==> config.mk <==
export PLATFORM = sky130hd
export DESIGN_NAME = source_token_scanner
export DESIGN_NICKNAME = d
export VERILOG_FILES = /design/src/rtl/sts_pkg.sv /design/src/rtl/sts_lexer.sv /design/src/rtl/sts_result_queue.sv /design/src/rtl/source_token_scanner.sv
export SDC_FILE = /design/constraint.sdc
export NUM_CORES = 1
export LEC_CHECK = 0
export ABC_AREA = 1
export BUFFER_PORTS_ARGS = -buffer_cell sky130_fd_sc_hd__buf_2
export CAP_MARGIN = 20
export CORE_MARGIN = 1.5
export CORE_UTILIZATION = 39
export DETAILED_ROUTE_END_ITERATION = 7
export SLEW_MARGIN = 40
export SYNTH_ARGS = -nofsm -noshare
export SYNTH_HDL_FRONTEND = slang
export SYNTH_SLANG_ARGS = --single-unit
==> constraint.sdc <==
create_clock -name clk -period 5.97 [get_ports clk]
set_input_delay 0.2985 -clock clk [delete_from_list [all_inputs] [get_ports clk]]
set_output_delay 0.2985 -clock clk [all_outputs]
set_load 0.05 [all_outputs]
==> src/rtl/sts_pkg.sv <==
package sts_pkg;

    // fixed widths of the result fields
    localparam int FIELD_W = 32;
    localparam int KIND_W  = 4;
    localparam int ERR_W   = 2;

    // token kinds
    localparam logic [KIND_W-1:0] KIND_IDENT  = 4'd0;
    localparam logic [KIND_W-1:0] KIND_FN     = 4'd1;
    localparam logic [KIND_W-1:0] KIND_LET    = 4'd2;
    localparam logic [KIND_W-1:0] KIND_VOID   = 4'd3;
    localparam logic [KIND_W-1:0] KIND_STRING = 4'd4;
    localparam logic [KIND_W-1:0] KIND_LPAREN = 4'd5;
    localparam logic [KIND_W-1:0] KIND_RPAREN = 4'd6;
    localparam logic [KIND_W-1:0] KIND_LBRACE = 4'd7;
    localparam logic [KIND_W-1:0] KIND_RBRACE = 4'd8;
    localparam logic [KIND_W-1:0] KIND_SEMI   = 4'd9;
    localparam logic [KIND_W-1:0] KIND_ASSIGN = 4'd10;
    localparam logic [KIND_W-1:0] KIND_COLON  = 4'd11;
    localparam logic [KIND_W-1:0] KIND_ARROW  = 4'd12;
    localparam logic [KIND_W-1:0] KIND_EOF    = 4'd13;
    localparam logic [KIND_W-1:0] KIND_ERROR  = 4'd14;

    // error codes
    localparam logic [ERR_W-1:0] ERR_NONE         = 2'd0;
    localparam logic [ERR_W-1:0] ERR_UNEXPECTED   = 2'd1;
    localparam logic [ERR_W-1:0] ERR_UNTERMINATED = 2'd2;

    // one result word
    typedef struct packed {
        logic [KIND_W-1:0]  kind;
        logic [ERR_W-1:0]   err;
        logic [FIELD_W-1:0] start;
        logic [FIELD_W-1:0] len;
        logic [FIELD_W-1:0] line;
        logic               last;
    } token_t;

    // results of one accepted item, in order
    typedef struct packed {
        logic [1:0] count;
        token_t     first;
        token_t     second;
    } push_t;

endpackage

==> src/rtl/sts_lexer.sv <==
module sts_lexer #(
    parameter int OFFSET_BITS = 32
) (
    input  logic          clk,
    input  logic          rst_n,
    input  logic          accept,
    input  logic [7:0]    source_byte,
    input  logic          end_of_source,
    input  logic          cfg_wr_en,
    input  logic [15:0]   cfg_wr_data,
    output sts_pkg::push_t push
);

    localparam int OW = (OFFSET_BITS < 32) ? OFFSET_BITS : 32;
    localparam logic [OW-1:0] OFF_MAX = '1;
    localparam logic [OW:0]   ONE_W   = 1;

    // characters of interest
    localparam logic [7:0] CH_TAB    = 8'h09;
    localparam logic [7:0] CH_LF     = 8'h0A;
    localparam logic [7:0] CH_CR     = 8'h0D;
    localparam logic [7:0] CH_SPACE  = 8'h20;
    localparam logic [7:0] CH_QUOTE  = 8'h22;
    localparam logic [7:0] CH_LPAREN = 8'h28;
    localparam logic [7:0] CH_RPAREN = 8'h29;
    localparam logic [7:0] CH_MINUS  = 8'h2D;
    localparam logic [7:0] CH_SLASH  = 8'h2F;
    localparam logic [7:0] CH_0      = 8'h30;
    localparam logic [7:0] CH_9      = 8'h39;
    localparam logic [7:0] CH_COLON  = 8'h3A;
    localparam logic [7:0] CH_SEMI   = 8'h3B;
    localparam logic [7:0] CH_EQUAL  = 8'h3D;
    localparam logic [7:0] CH_GT     = 8'h3E;
    localparam logic [7:0] CH_UA     = 8'h41;
    localparam logic [7:0] CH_UZ     = 8'h5A;
    localparam logic [7:0] CH_UNDER  = 8'h5F;
    localparam logic [7:0] CH_LA     = 8'h61;
    localparam logic [7:0] CH_D      = 8'h64;
    localparam logic [7:0] CH_E      = 8'h65;
    localparam logic [7:0] CH_F      = 8'h66;
    localparam logic [7:0] CH_I      = 8'h69;
    localparam logic [7:0] CH_L      = 8'h6C;
    localparam logic [7:0] CH_N      = 8'h6E;
    localparam logic [7:0] CH_O      = 8'h6F;
    localparam logic [7:0] CH_T      = 8'h74;
    localparam logic [7:0] CH_V      = 8'h76;
    localparam logic [7:0] CH_LZ     = 8'h7A;
    localparam logic [7:0] CH_LBRACE = 8'h7B;
    localparam logic [7:0] CH_RBRACE = 8'h7D;

    typedef enum logic [2:0] {
        MODE_IDLE,
        MODE_IDENT,
        MODE_STRING,
        MODE_SLASH,
        MODE_MINUS,
        MODE_COMMENT
    } mode_t;

    typedef enum logic [3:0] {
        KW_NONE,
        KW_F,
        KW_FN,
        KW_L,
        KW_LE,
        KW_LET,
        KW_V,
        KW_VO,
        KW_VOI,
        KW_VOID
    } kw_t;

    // keyword prefix step
    function automatic kw_t kw_step(input kw_t p, input logic [7:0] c);
        kw_t r;
        r = KW_NONE;
        if (p == KW_F && c == CH_N) r = KW_FN;
        if (p == KW_L && c == CH_E) r = KW_LE;
        if (p == KW_LE && c == CH_T) r = KW_LET;
        if (p == KW_V && c == CH_O) r = KW_VO;
        if (p == KW_VO && c == CH_I) r = KW_VOI;
        if (p == KW_VOI && c == CH_D) r = KW_VOID;
        return r;
    endfunction

    // kind of a finished identifier
    function automatic logic [sts_pkg::KIND_W-1:0] kw_kind(input kw_t p);
        logic [sts_pkg::KIND_W-1:0] k;
        k = sts_pkg::KIND_IDENT;
        if (p == KW_FN) k = sts_pkg::KIND_FN;
        if (p == KW_LET) k = sts_pkg::KIND_LET;
        if (p == KW_VOID) k = sts_pkg::KIND_VOID;
        return k;
    endfunction

    mode_t                 mode_reg, mode_next;
    kw_t                   kw_reg, kw_next;
    logic [OW-1:0]         ts_reg, ts_next;
    logic [OW-1:0]         off_reg, off_next;
    logic [31:0]           line_reg, line_next;
    logic [15:0]           first_line_reg;

    logic                  is_alpha, is_ident;
    logic [OW-1:0]         span_excl, span_incl;
    logic [OW:0]           span_wide;
    logic [31:0]           line_sat;

    logic                  sc_load, sc_emit, sc_nl;
    mode_t                 sc_mode;
    kw_t                   sc_kw;
    sts_pkg::token_t       sc_tok;

    logic                  p_valid, s_valid, use_scan;
    sts_pkg::token_t       p_tok, s_tok;

    // character classes and spans
    assign is_alpha  = (source_byte >= CH_LA && source_byte <= CH_LZ)
                    || (source_byte >= CH_UA && source_byte <= CH_UZ);
    assign is_ident  = is_alpha || source_byte == CH_UNDER
                    || (source_byte >= CH_0 && source_byte <= CH_9);
    assign span_excl = off_reg - ts_reg;
    assign span_wide = {1'b0, off_reg} + ONE_W - {1'b0, ts_reg};
    assign span_incl = span_wide[OW] ? OFF_MAX : span_wide[OW-1:0];
    assign line_sat  = (line_reg == '1) ? line_reg : line_reg + 32'd1;

    // scan of a byte from between tokens
    always_comb
    begin
        sc_mode = MODE_IDLE;
        sc_load = 1'b0;
        sc_emit = 1'b0;
        sc_nl   = 1'b0;
        sc_kw   = KW_NONE;
        sc_tok.kind  = sts_pkg::KIND_ERROR;
        sc_tok.err   = sts_pkg::ERR_NONE;
        sc_tok.start = 32'(off_reg);
        sc_tok.len   = 32'd1;
        sc_tok.line  = line_reg;
        sc_tok.last  = 1'b0;
        unique case (source_byte)
            CH_SPACE, CH_TAB, CH_CR: ;
            CH_LF:     sc_nl = 1'b1;
            CH_SLASH:
            begin
                sc_load = 1'b1;
                sc_mode = MODE_SLASH;
            end
            CH_MINUS:
            begin
                sc_load = 1'b1;
                sc_mode = MODE_MINUS;
            end
            CH_QUOTE:
            begin
                sc_load = 1'b1;
                sc_mode = MODE_STRING;
            end
            CH_LPAREN:
            begin
                sc_emit = 1'b1;
                sc_tok.kind = sts_pkg::KIND_LPAREN;
            end
            CH_RPAREN:
            begin
                sc_emit = 1'b1;
                sc_tok.kind = sts_pkg::KIND_RPAREN;
            end
            CH_LBRACE:
            begin
                sc_emit = 1'b1;
                sc_tok.kind = sts_pkg::KIND_LBRACE;
            end
            CH_RBRACE:
            begin
                sc_emit = 1'b1;
                sc_tok.kind = sts_pkg::KIND_RBRACE;
            end
            CH_SEMI:
            begin
                sc_emit = 1'b1;
                sc_tok.kind = sts_pkg::KIND_SEMI;
            end
            CH_EQUAL:
            begin
                sc_emit = 1'b1;
                sc_tok.kind = sts_pkg::KIND_ASSIGN;
            end
            CH_COLON:
            begin
                sc_emit = 1'b1;
                sc_tok.kind = sts_pkg::KIND_COLON;
            end
            default:
            begin
                if (is_alpha || source_byte == CH_UNDER)
                begin
                    sc_load = 1'b1;
                    sc_mode = MODE_IDENT;
                    if (source_byte == CH_F) sc_kw = KW_F;
                    if (source_byte == CH_L) sc_kw = KW_L;
                    if (source_byte == CH_V) sc_kw = KW_V;
                end
                else
                begin
                    sc_emit = 1'b1;
                    sc_tok.err = sts_pkg::ERR_UNEXPECTED;
                end
            end
        endcase
    end

    // token in progress and next state
    always_comb
    begin
        mode_next = mode_reg;
        kw_next   = kw_reg;
        ts_next   = ts_reg;
        off_next  = (off_reg == OFF_MAX) ? off_reg : off_reg + 1'b1;
        line_next = line_reg;
        use_scan  = 1'b0;
        p_valid   = 1'b0;
        s_valid   = 1'b0;
        p_tok.kind  = sts_pkg::KIND_ERROR;
        p_tok.err   = sts_pkg::ERR_UNEXPECTED;
        p_tok.start = 32'(ts_reg);
        p_tok.len   = 32'd1;
        p_tok.line  = line_reg;
        p_tok.last  = 1'b0;
        s_tok       = sc_tok;
        if (end_of_source)
        begin
            unique case (mode_reg)
                MODE_IDENT:
                begin
                    p_valid    = 1'b1;
                    p_tok.kind = kw_kind(kw_reg);
                    p_tok.err  = sts_pkg::ERR_NONE;
                    p_tok.len  = 32'(span_excl);
                end
                MODE_SLASH, MODE_MINUS: p_valid = 1'b1;
                MODE_STRING:
                begin
                    p_valid   = 1'b1;
                    p_tok.err = sts_pkg::ERR_UNTERMINATED;
                    p_tok.len = 32'(span_excl);
                end
                default: ;
            endcase
            s_valid     = 1'b1;
            s_tok.kind  = sts_pkg::KIND_EOF;
            s_tok.err   = sts_pkg::ERR_NONE;
            s_tok.start = 32'(off_reg);
            s_tok.len   = '0;
            mode_next   = MODE_IDLE;
            kw_next     = KW_NONE;
            ts_next     = '0;
            off_next    = '0;
            line_next   = 32'(first_line_reg);
        end
        else
        begin
            unique case (mode_reg)
                MODE_COMMENT:
                begin
                    if (source_byte == CH_LF)
                    begin
                        line_next = line_sat;
                        mode_next = MODE_IDLE;
                    end
                end
                MODE_STRING:
                begin
                    if (source_byte == CH_QUOTE)
                    begin
                        p_valid    = 1'b1;
                        p_tok.kind = sts_pkg::KIND_STRING;
                        p_tok.err  = sts_pkg::ERR_NONE;
                        p_tok.len  = 32'(span_incl);
                        mode_next  = MODE_IDLE;
                    end
                    else if (source_byte == CH_LF)
                    begin
                        line_next = line_sat;
                    end
                end
                MODE_SLASH:
                begin
                    if (source_byte == CH_SLASH)
                    begin
                        mode_next = MODE_COMMENT;
                    end
                    else
                    begin
                        p_valid  = 1'b1;
                        use_scan = 1'b1;
                    end
                end
                MODE_MINUS:
                begin
                    if (source_byte == CH_GT)
                    begin
                        p_valid    = 1'b1;
                        p_tok.kind = sts_pkg::KIND_ARROW;
                        p_tok.err  = sts_pkg::ERR_NONE;
                        p_tok.len  = 32'(span_incl);
                        mode_next  = MODE_IDLE;
                    end
                    else
                    begin
                        p_valid  = 1'b1;
                        use_scan = 1'b1;
                    end
                end
                MODE_IDENT:
                begin
                    if (is_ident)
                    begin
                        kw_next = kw_step(kw_reg, source_byte);
                    end
                    else
                    begin
                        p_valid    = 1'b1;
                        p_tok.kind = kw_kind(kw_reg);
                        p_tok.err  = sts_pkg::ERR_NONE;
                        p_tok.len  = 32'(span_excl);
                        kw_next    = KW_NONE;
                        use_scan   = 1'b1;
                    end
                end
                default: use_scan = 1'b1;
            endcase
            if (use_scan)
            begin
                mode_next = sc_mode;
                s_valid   = sc_emit;
                if (sc_load)
                begin
                    ts_next = off_reg;
                    kw_next = sc_kw;
                end
                if (sc_nl)
                begin
                    line_next = line_sat;
                end
            end
        end
    end

    // order the results of this word
    always_comb
    begin
        push.second      = s_tok;
        push.second.last = 1'b1;
        if (p_valid)
        begin
            push.first      = p_tok;
            push.first.last = !s_valid;
            push.count      = s_valid ? 2'd2 : 2'd1;
        end
        else
        begin
            push.first      = s_tok;
            push.first.last = 1'b1;
            push.count      = s_valid ? 2'd1 : 2'd0;
        end
        if (!accept)
        begin
            push.count = 2'd0;
        end
    end

    // scanner state and line register
    always_ff @(posedge clk or negedge rst_n)
    begin
        if (!rst_n)
        begin
            mode_reg       <= MODE_IDLE;
            kw_reg         <= KW_NONE;
            ts_reg         <= '0;
            off_reg        <= '0;
            line_reg       <= 32'd1;
            first_line_reg <= 16'd1;
        end
        else
        begin
            if (cfg_wr_en)
            begin
                first_line_reg <= cfg_wr_data;
            end
            if (accept)
            begin
                mode_reg <= mode_next;
                kw_reg   <= kw_next;
                ts_reg   <= ts_next;
                off_reg  <= off_next;
                line_reg <= line_next;
            end
            else if (cfg_wr_en && off_reg == '0 && mode_reg == MODE_IDLE)
            begin
                line_reg <= 32'(cfg_wr_data);
            end
        end
    end

    // end marker always closes with eof
    assert property (@(posedge clk) disable iff (!rst_n)
        accept && end_of_source |->
            (push.count == 2'd1 && push.first.kind == sts_pkg::KIND_EOF)
         || (push.count == 2'd2 && push.second.kind == sts_pkg::KIND_EOF))
        else $error("end marker without eof token");

    // a new source starts from offset zero
    assert property (@(posedge clk) disable iff (!rst_n)
        accept && end_of_source |=> off_reg == '0 && mode_reg == MODE_IDLE)
        else $error("scanner not restarted after end marker");

    // comment bytes give no tokens
    assert property (@(posedge clk) disable iff (!rst_n)
        accept && !end_of_source && mode_reg == MODE_COMMENT |-> push.count == 2'd0)
        else $error("token emitted inside comment");

endmodule

==> src/rtl/sts_result_queue.sv <==
module sts_result_queue (
    input  logic             clk,
    input  logic             rst_n,
    input  sts_pkg::push_t   push,
    input  logic             out_stall,
    output logic             out_valid,
    output sts_pkg::token_t  head,
    output logic             room
);

    localparam int DEPTH = 3;

    sts_pkg::token_t slot_reg [DEPTH];
    sts_pkg::token_t slot_next [DEPTH];
    logic [1:0]      count_reg, count_next;
    logic [1:0]      base;
    logic            pop;

    assign out_valid = count_reg != 2'd0;
    assign head      = slot_reg[0];
    assign room      = count_reg < 2'd2;
    assign pop       = out_valid && !out_stall;
    assign base      = count_reg - {1'b0, pop};
    assign count_next = base + push.count;

    // shift on pop, then append new words
    always_comb
    begin
        for (int j = 0; j < DEPTH; j++)
        begin
            slot_next[j] = slot_reg[j];
            if (pop && j < DEPTH - 1)
            begin
                slot_next[j] = slot_reg[(j < DEPTH - 1) ? j + 1 : j];
            end
            if (push.count != 2'd0 && base == 2'(j))
            begin
                slot_next[j] = push.first;
            end
            if (push.count == 2'd2 && base + 2'd1 == 2'(j))
            begin
                slot_next[j] = push.second;
            end
        end
    end

    // payload slots
    always_ff @(posedge clk)
    begin
        for (int j = 0; j < DEPTH; j++)
        begin
            slot_reg[j] <= slot_next[j];
        end
    end

    // fill count
    always_ff @(posedge clk or negedge rst_n)
    begin
        if (!rst_n)
        begin
            count_reg <= 2'd0;
        end
        else
        begin
            count_reg <= count_next;
        end
    end

    // words only arrive while two slots are free
    assert property (@(posedge clk) disable iff (!rst_n)
        push.count != 2'd0 |-> room)
        else $error("push into full result queue");

    // a pair carries the last flag on its second word only
    assert property (@(posedge clk) disable iff (!rst_n)
        push.count == 2'd2 |-> !push.first.last && push.second.last)
        else $error("last flag misplaced in pair");

    // draining the only word empties the queue
    assert property (@(posedge clk) disable iff (!rst_n)
        count_reg == 2'd1 && pop && push.count == 2'd0 |=> !out_valid)
        else $error("queue not empty after final pop");

endmodule

==> src/rtl/source_token_scanner.sv <==
// channel   direction  handshake             payload
// input     in         in_valid / in_stall   source_byte, end_of_source
// output    out        out_valid / out_stall token_kind, error_code, start_offset,
//                                            token_length, line_number, last_of_run
// config    in         cfg_wr_en             cfg_wr_data (first_line)
//
// one input word per cycle while in_stall is low; results are registered in the result queue
// a word with two results can raise in_stall until the queue holds fewer than two (three-slot result queue)
// in_stall depends only on the queue fill, never on out_stall in the same cycle
// rst_n clears scanner state, the queue and sets first_line and the line count to 1
module source_token_scanner #(
    parameter int OFFSET_BITS = 32
) (
    input  logic        clk,
    input  logic        rst_n,
    input  logic        in_valid,
    output logic        in_stall,
    input  logic [7:0]  source_byte,
    input  logic        end_of_source,
    output logic        out_valid,
    input  logic        out_stall,
    output logic [3:0]  token_kind,
    output logic [1:0]  error_code,
    output logic [31:0] start_offset,
    output logic [31:0] token_length,
    output logic [31:0] line_number,
    output logic        last_of_run,
    input  logic        cfg_wr_en,
    input  logic [15:0] cfg_wr_data
);

    sts_pkg::push_t  push;
    sts_pkg::token_t head;
    logic            room;
    logic            accept;

    assign in_stall = !room;
    assign accept   = in_valid && room;

    // scanner
    sts_lexer #(
        .OFFSET_BITS(OFFSET_BITS)
    ) u_lexer (
        .clk          (clk),
        .rst_n        (rst_n),
        .accept       (accept),
        .source_byte  (source_byte),
        .end_of_source(end_of_source),
        .cfg_wr_en    (cfg_wr_en),
        .cfg_wr_data  (cfg_wr_data),
        .push         (push)
    );

    // result queue
    sts_result_queue u_queue (
        .clk      (clk),
        .rst_n    (rst_n),
        .push     (push),
        .out_stall(out_stall),
        .out_valid(out_valid),
        .head     (head),
        .room     (room)
    );

    assign token_kind   = head.kind;
    assign error_code   = head.err;
    assign start_offset = head.start;
    assign token_length = head.len;
    assign line_number  = head.line;
    assign last_of_run  = head.last;

endmodule

## Word-level counts from Yosys, hierarchy flattened

Memory sizes are Yosys's and may differ from the RTL's.
Cells that the tools add are included.

- Memories: 1
- Flip-flop bits (word level): 121
- Input bits: 30
- RAM bits: 309

Memories:

| memory | depth | bits a word | rd ports | clocked after memory_dff | write ports | line | source |
|---|---|---|---|---|---|---|---|
| u_queue.slot_reg | 3 | 103 | 3 | 0 | 3 | sts_result_queue.sv:13 | `sts_pkg::token_t slot_reg [DEPTH];` |

- Equal/unequal tests: 51
- $lt $le $gt $ge: 7
- Reduce and logical (&&, ||, !) cells: 46
- Multiplexer cells: 88
- Add/subtract/negate cells: 8

Operators with widths:

| operator | number |
|---|---|
| $mux 103 | 8 |
| $mux 32 | 19 |
| $mux 105 | 1 |
| $eq 8x7->1 const B | 12 |
| $pmux 32 s3 | 1 |
| $eq 8x6->1 const B | 10 |
| $mux 70 | 1 |
| $add 32x1->32 const B | 2 |
| $eq 32x32->1 const B | 2 |
| $pmux 32 s2 | 1 |
| $mux 4 | 11 |
| $add 32x1->33 const B | 1 |
| $sub 33x32->33 | 1 |
| $logic_not 32->1 | 1 |
| $sub 32x32->32 | 1 |
| $mux 3 | 10 |
| $pmux 4 s7 | 1 |
| $eq 8x4->1 const B | 3 |
| $pmux 3 s4 | 2 |
| $logic_and 1x1->1 | 19 |
| $mux 6 | 3 |
| $pmux 6 s3 | 1 |
| $mux 1 | 17 |
| $eq 4x3->1 const B | 4 |
| other kinds (37) | 68 |

## Logic depth before layout (Yosys ltp)

- Depth in word-level cells: 17
- Depth in mapped cells: 26

## Modules after synthesis

Synthesis repeated with hierarchy kept, for this count alone.

- Cells, all modules: 4242
- Area total of the unflattened synthesis: 31835.5 µm²

By module, submodules not included:

| module | sequential area each (µm²) | area each (µm²) | cells each | times used |
|---|---|---|---|---|
| sts_result_queue | 9328.9 | 17166.5 | 1960 | 1 |
| sts_lexer | 2980.4 | 14657.8 | 2279 | 1 |
| source_token_scanner | 0.0 | 11.3 | 3 | 1 |

## Worst setup path after synthesis

Ideal clock, no wire load.

- Kind: input to register
- Start point: input end_of_source
- End point: memory u_queue.slot_reg[0][100] (netlist bit) (enable)
- Slack: 1595 ps
- Path buffers: 4
- Data required time: 5546 ps
- Cell stages on the path: 17
- Arrival: 3951 ps
- Setup time: 424 ps
- Cells stage by stage: inv_1 clkbuf_1 clkbuf_1 buf_1 nand2_1 ha_1 inv_1 nor2_4 nor2_4 inv_2 nand2_4 inv_2 nor2_2 inv_2 nor2_4 buf_2 inv_1

RTL lines:

| item | line | source |
|---|---|---|
| from (decl) | source_token_scanner.sv:19 | `input logic end_of_source,` |
| to (decl) | sts_result_queue.sv:13 |  |

==> metrics.yaml <==
hpwlAfterDp_um: 60740
met2_length_um: 37260
place_area_mm2: 0.02804
dieArea_mm2: 0.07181
start_util_pct: 39.64
path_cells: "inv_2 -> nor2_1 -> nand2_1 -> nand2_2 -> nor2_2 -> a31oi_1 -> nand2_2 -> nand2_1 -> nand2_1 -> ha_1 -> inv_1 -> nor2_4 -> nor2_4 -> inv_2 -> nand2_2 -> inv_2 -> nor2_1 -> inv_1 -> nor2_2 -> clkinv_2 -> buf_4"
pin_count: 135
worstSetupPathType: "reg -> reg"
whs_endpoint: "u_queue.slot_reg[0][201]$_SDFFE_PP0P_"
postCtsSetupBuffers: 0
worstSetupEndpointType: "register"
p_int_w: 0.008787
wl_um: 84150
syn2layout_area_growth_pct: 9.189
yosys_register_bits: 430
maxSlewViolCount: 0
die_h_um: 268.0
clock_skew_ns: 0.03438
power.leakage_nw: 12.56
finalCoreUtilization_pct: 43.29
crit_required_ns: 6.31
tns_ns: 0
outcome: "finished, final reports clean"
coreArea_mm2: 0.06907
path_clk_slew_ns: 0.06
hold_viol: 0
syn_nets: 3624
relSlewSlack_pct: 44.06
p_seq_share_pct: 28.2
vias_per_cell: 5.259
rsz0062_at_grt: "false"
wl_met1_um: 39620
synth.avg_cell_area_um2: 7.834
fillers: 6955
fmaxAchievable_mhz: 228.9
syn_inst: 3495
final_cell_count_no_fill: 4449
yosysUniqueCellTypes: 63
worst_pin_slew_ns: 0.8392
yosysSeqAreaShare_pct: 41.34
cp-start-kind: "register"
root_buffer: "clkbuf_16"
p_comb_share_pct: 53.5
hp-start: "out_stall"
critPathMaxFanout: 30
die_x_um: 268.0
drive_above_1_share_pct: 11.88
wl_per_cell_um: 18.91
r2r_cells: 21
drc: 0
top_layer: "met4"
drt-initial-drc-count: 2078
worstSkewPairLatency_ns: 0.62
cts_tree: "built"
clock_path_buffers: 3
netSwitchingFraction_pct: 49.05
antenna_found_initial: 0
yosysWarnings: 0
route.vias.total: 23396
num_rows: 96
r2r-start: "u_lexer.mode_reg[0]$_DFFE_PN0P_"
r2r-end: "u_queue.slot_reg[0][192]$_DFFE_PP_"
cts_made_buffers: 48
r2r_setup_slack_ns: 1.60
htree_num_levels: 2
track_usage_pct: 23.34
min_period_ns: 4.369
drt_first_pass_iters: 7
fin_crit_sh_pct: 73.18
final_cell_area_mm2: 0.02990
largest_reg_flops: 309
power.density_mw_per_mm2: 576.9
switchingPower_w: 0.008459
grt_max_degree: 69
dr_wl_met3_um: 5327
ir_drop_mv: 0.2609
power.total_w: 0.01725
final_nets: 3608
dp.cells: 4343
place_congestion: 0.9609
synth.cell_area_mm2: 0.02738
grt_overflow: 0
setup_viol: 0
diodes: 0
critPathMaxStageDelay_ns: 0.63
first_global_vias: 22018
port-buffer-count: 134
ant_nets: 0
grt_pass1_wl_um: 130400
min_path_cells: 4
pwr-share-clk_pct: 18.3
worstPathArrival_ns: 4.71
cp_slowest_cell: "clkinv_2"
clock_sinks: 430
min_path_type: "in -> reg"
maxCapViolCount: 0
-- critical path: cells and delay by family, from the launching register on --
kind	cells	cell delay, ns
compound gates	1	0.21
fa+ha+maj	1	0.35
buf+inv	7	1.49
flops	1	0.41
simple gates	12	1.64
-- synth_stat cells (all sizes together) --
cell type,count,share of area (%)
nand2,1041,15
inv,368,5.0
nor2,276,4.1
o21ai,258,5.1
edfxtp,210,23
buf,194,4.8
nand3,139,2.6
a21oi,127,2.5
dfrtp,119,11
dfxtp,99,7.2
o22ai,97,2.7
o211ai,83,2.4
nor3,72,1.5
ha,70,3.2
xor2,65,2.1
clkbuf,56,0.78
nand4,40,0.99
fa,29,2.1
nor4,21,0.50
o31ai,21,0.58
a22oi,20,0.55
o21bai,14,0.40
nand3b,13,0.36
xnor2,13,0.44
o2111ai,12,0.38
or2,5,0.11
clkinv,4,0.055
mux2,4,0.16
o21a,4,0.11
o221ai,4,0.13
a211oi,2,0.055
a31oi,2,0.046
and2,2,0.046
and3,2,0.046
dfstp,2,0.19
nor3b,2,0.055
o311ai,2,0.064
a21boi,1,0.027
a21o,1,0.027
o21ba,1,0.037
-- per-layer routing --
metal	vias to the layer above	GRT usage, %
met2	724	36.38
met3	100	3.290
met1	11067	33.77
met5	-	0
met4	0	6.306
li1	11505	-
-- power by group through the flow --
stage / clock network [W] / logic (W) / registers (W)
after floorplan: 0 / 0.00727 / 0.00478
after global placement: 0 / 0.00912 / 0.00491
after detailed placement: 0 / 0.00915 / 0.00492
after CTS: 0.00321 / 0.00920 / 0.00487
after global routing: 0.00333 / 0.0102 / 0.00498
final: 0.00315 / 0.00923 / 0.00487
-- layout by cell type, fill, tap and decap left out, drive strengths merged, types with 83 or more instances in the layout --
cell,count
o21ai,258
buf,167
dfxtp,99
nand3,139
edfxtp,210
inv,370
dfrtp,119
o211ai,83
a21oi,127
o22ai,97
nand2,1041
nor2,276
-- through the flow --
step | setup slack [ns] | hold slack, ns
CTS | 1.544 | 0.1538
global route | 1.260 | 0.1949
floorplan | 1.595 | 0.002909
global placement | 1.483 | 0.3431
finish | 1.601 | 0.1795
detailed placement | 1.493 | 0.3572
-- logic make-up after synthesis --
group / after synthesis / synth area share (%)
flops: 430 / 41.34
fa+ha+maj: 99 / 5.319
mux: 4 / 0.1645
compound gates: 649 / 15.12
xor+xnor: 78 / 2.522
buf+inv: 622 / 10.69
simple gates: 1613 / 24.85
-- repair_timing --
action / 4_1_cts / 5_1_grt
setup endpoints to repair: 0 / 0
hold endpoints to repair: 76 / 0
gates resized for setup: 0 / 0
hold buffers: 17 / 0
-- worst max-delay path by stage --
stage	startpoint	endpoint	slack [ns]	cells past startpoint
after floorplan	end_of_source	u_queue.slot_reg[0][100]$_DFFE_PP_	1.59	17
after global placement	source_byte[7]	u_queue.slot_reg[0][191]$_DFFE_PP_	1.48	23
after detailed placement	source_byte[3]	u_queue.slot_reg[0][192]$_DFFE_PP_	1.49	22
after CTS	u_lexer.mode_reg[0]$_DFFE_PN0P_	u_queue.slot_reg[0][181]$_DFFE_PP_	1.54	21
after global routing	u_lexer.mode_reg[0]$_DFFE_PN0P_	u_queue.slot_reg[0][192]$_DFFE_PP_	1.26	21
final	u_lexer.mode_reg[0]$_DFFE_PN0P_	u_queue.slot_reg[0][192]$_DFFE_PP_	1.60	21
-- cell type report --
| class | instances | area (um^2) | share of cell area (%) |
|---|---|---|---|
| timing repair buffer | 184 | 1165 | 3.896 |
| tap | 931 | 1165 | 3.896 |
| sequential | 430 | 11320 | 37.86 |
| multi-input combinational | 2443 | 13160 | 44.03 |
| inverter | 372 | 1404 | 4.696 |
| clock buffer | 70 | 1416 | 4.737 |
| clock inverter | 19 | 265.3 | 0.8872 |
Note: power is estimated with default switching activity, not from simulation.
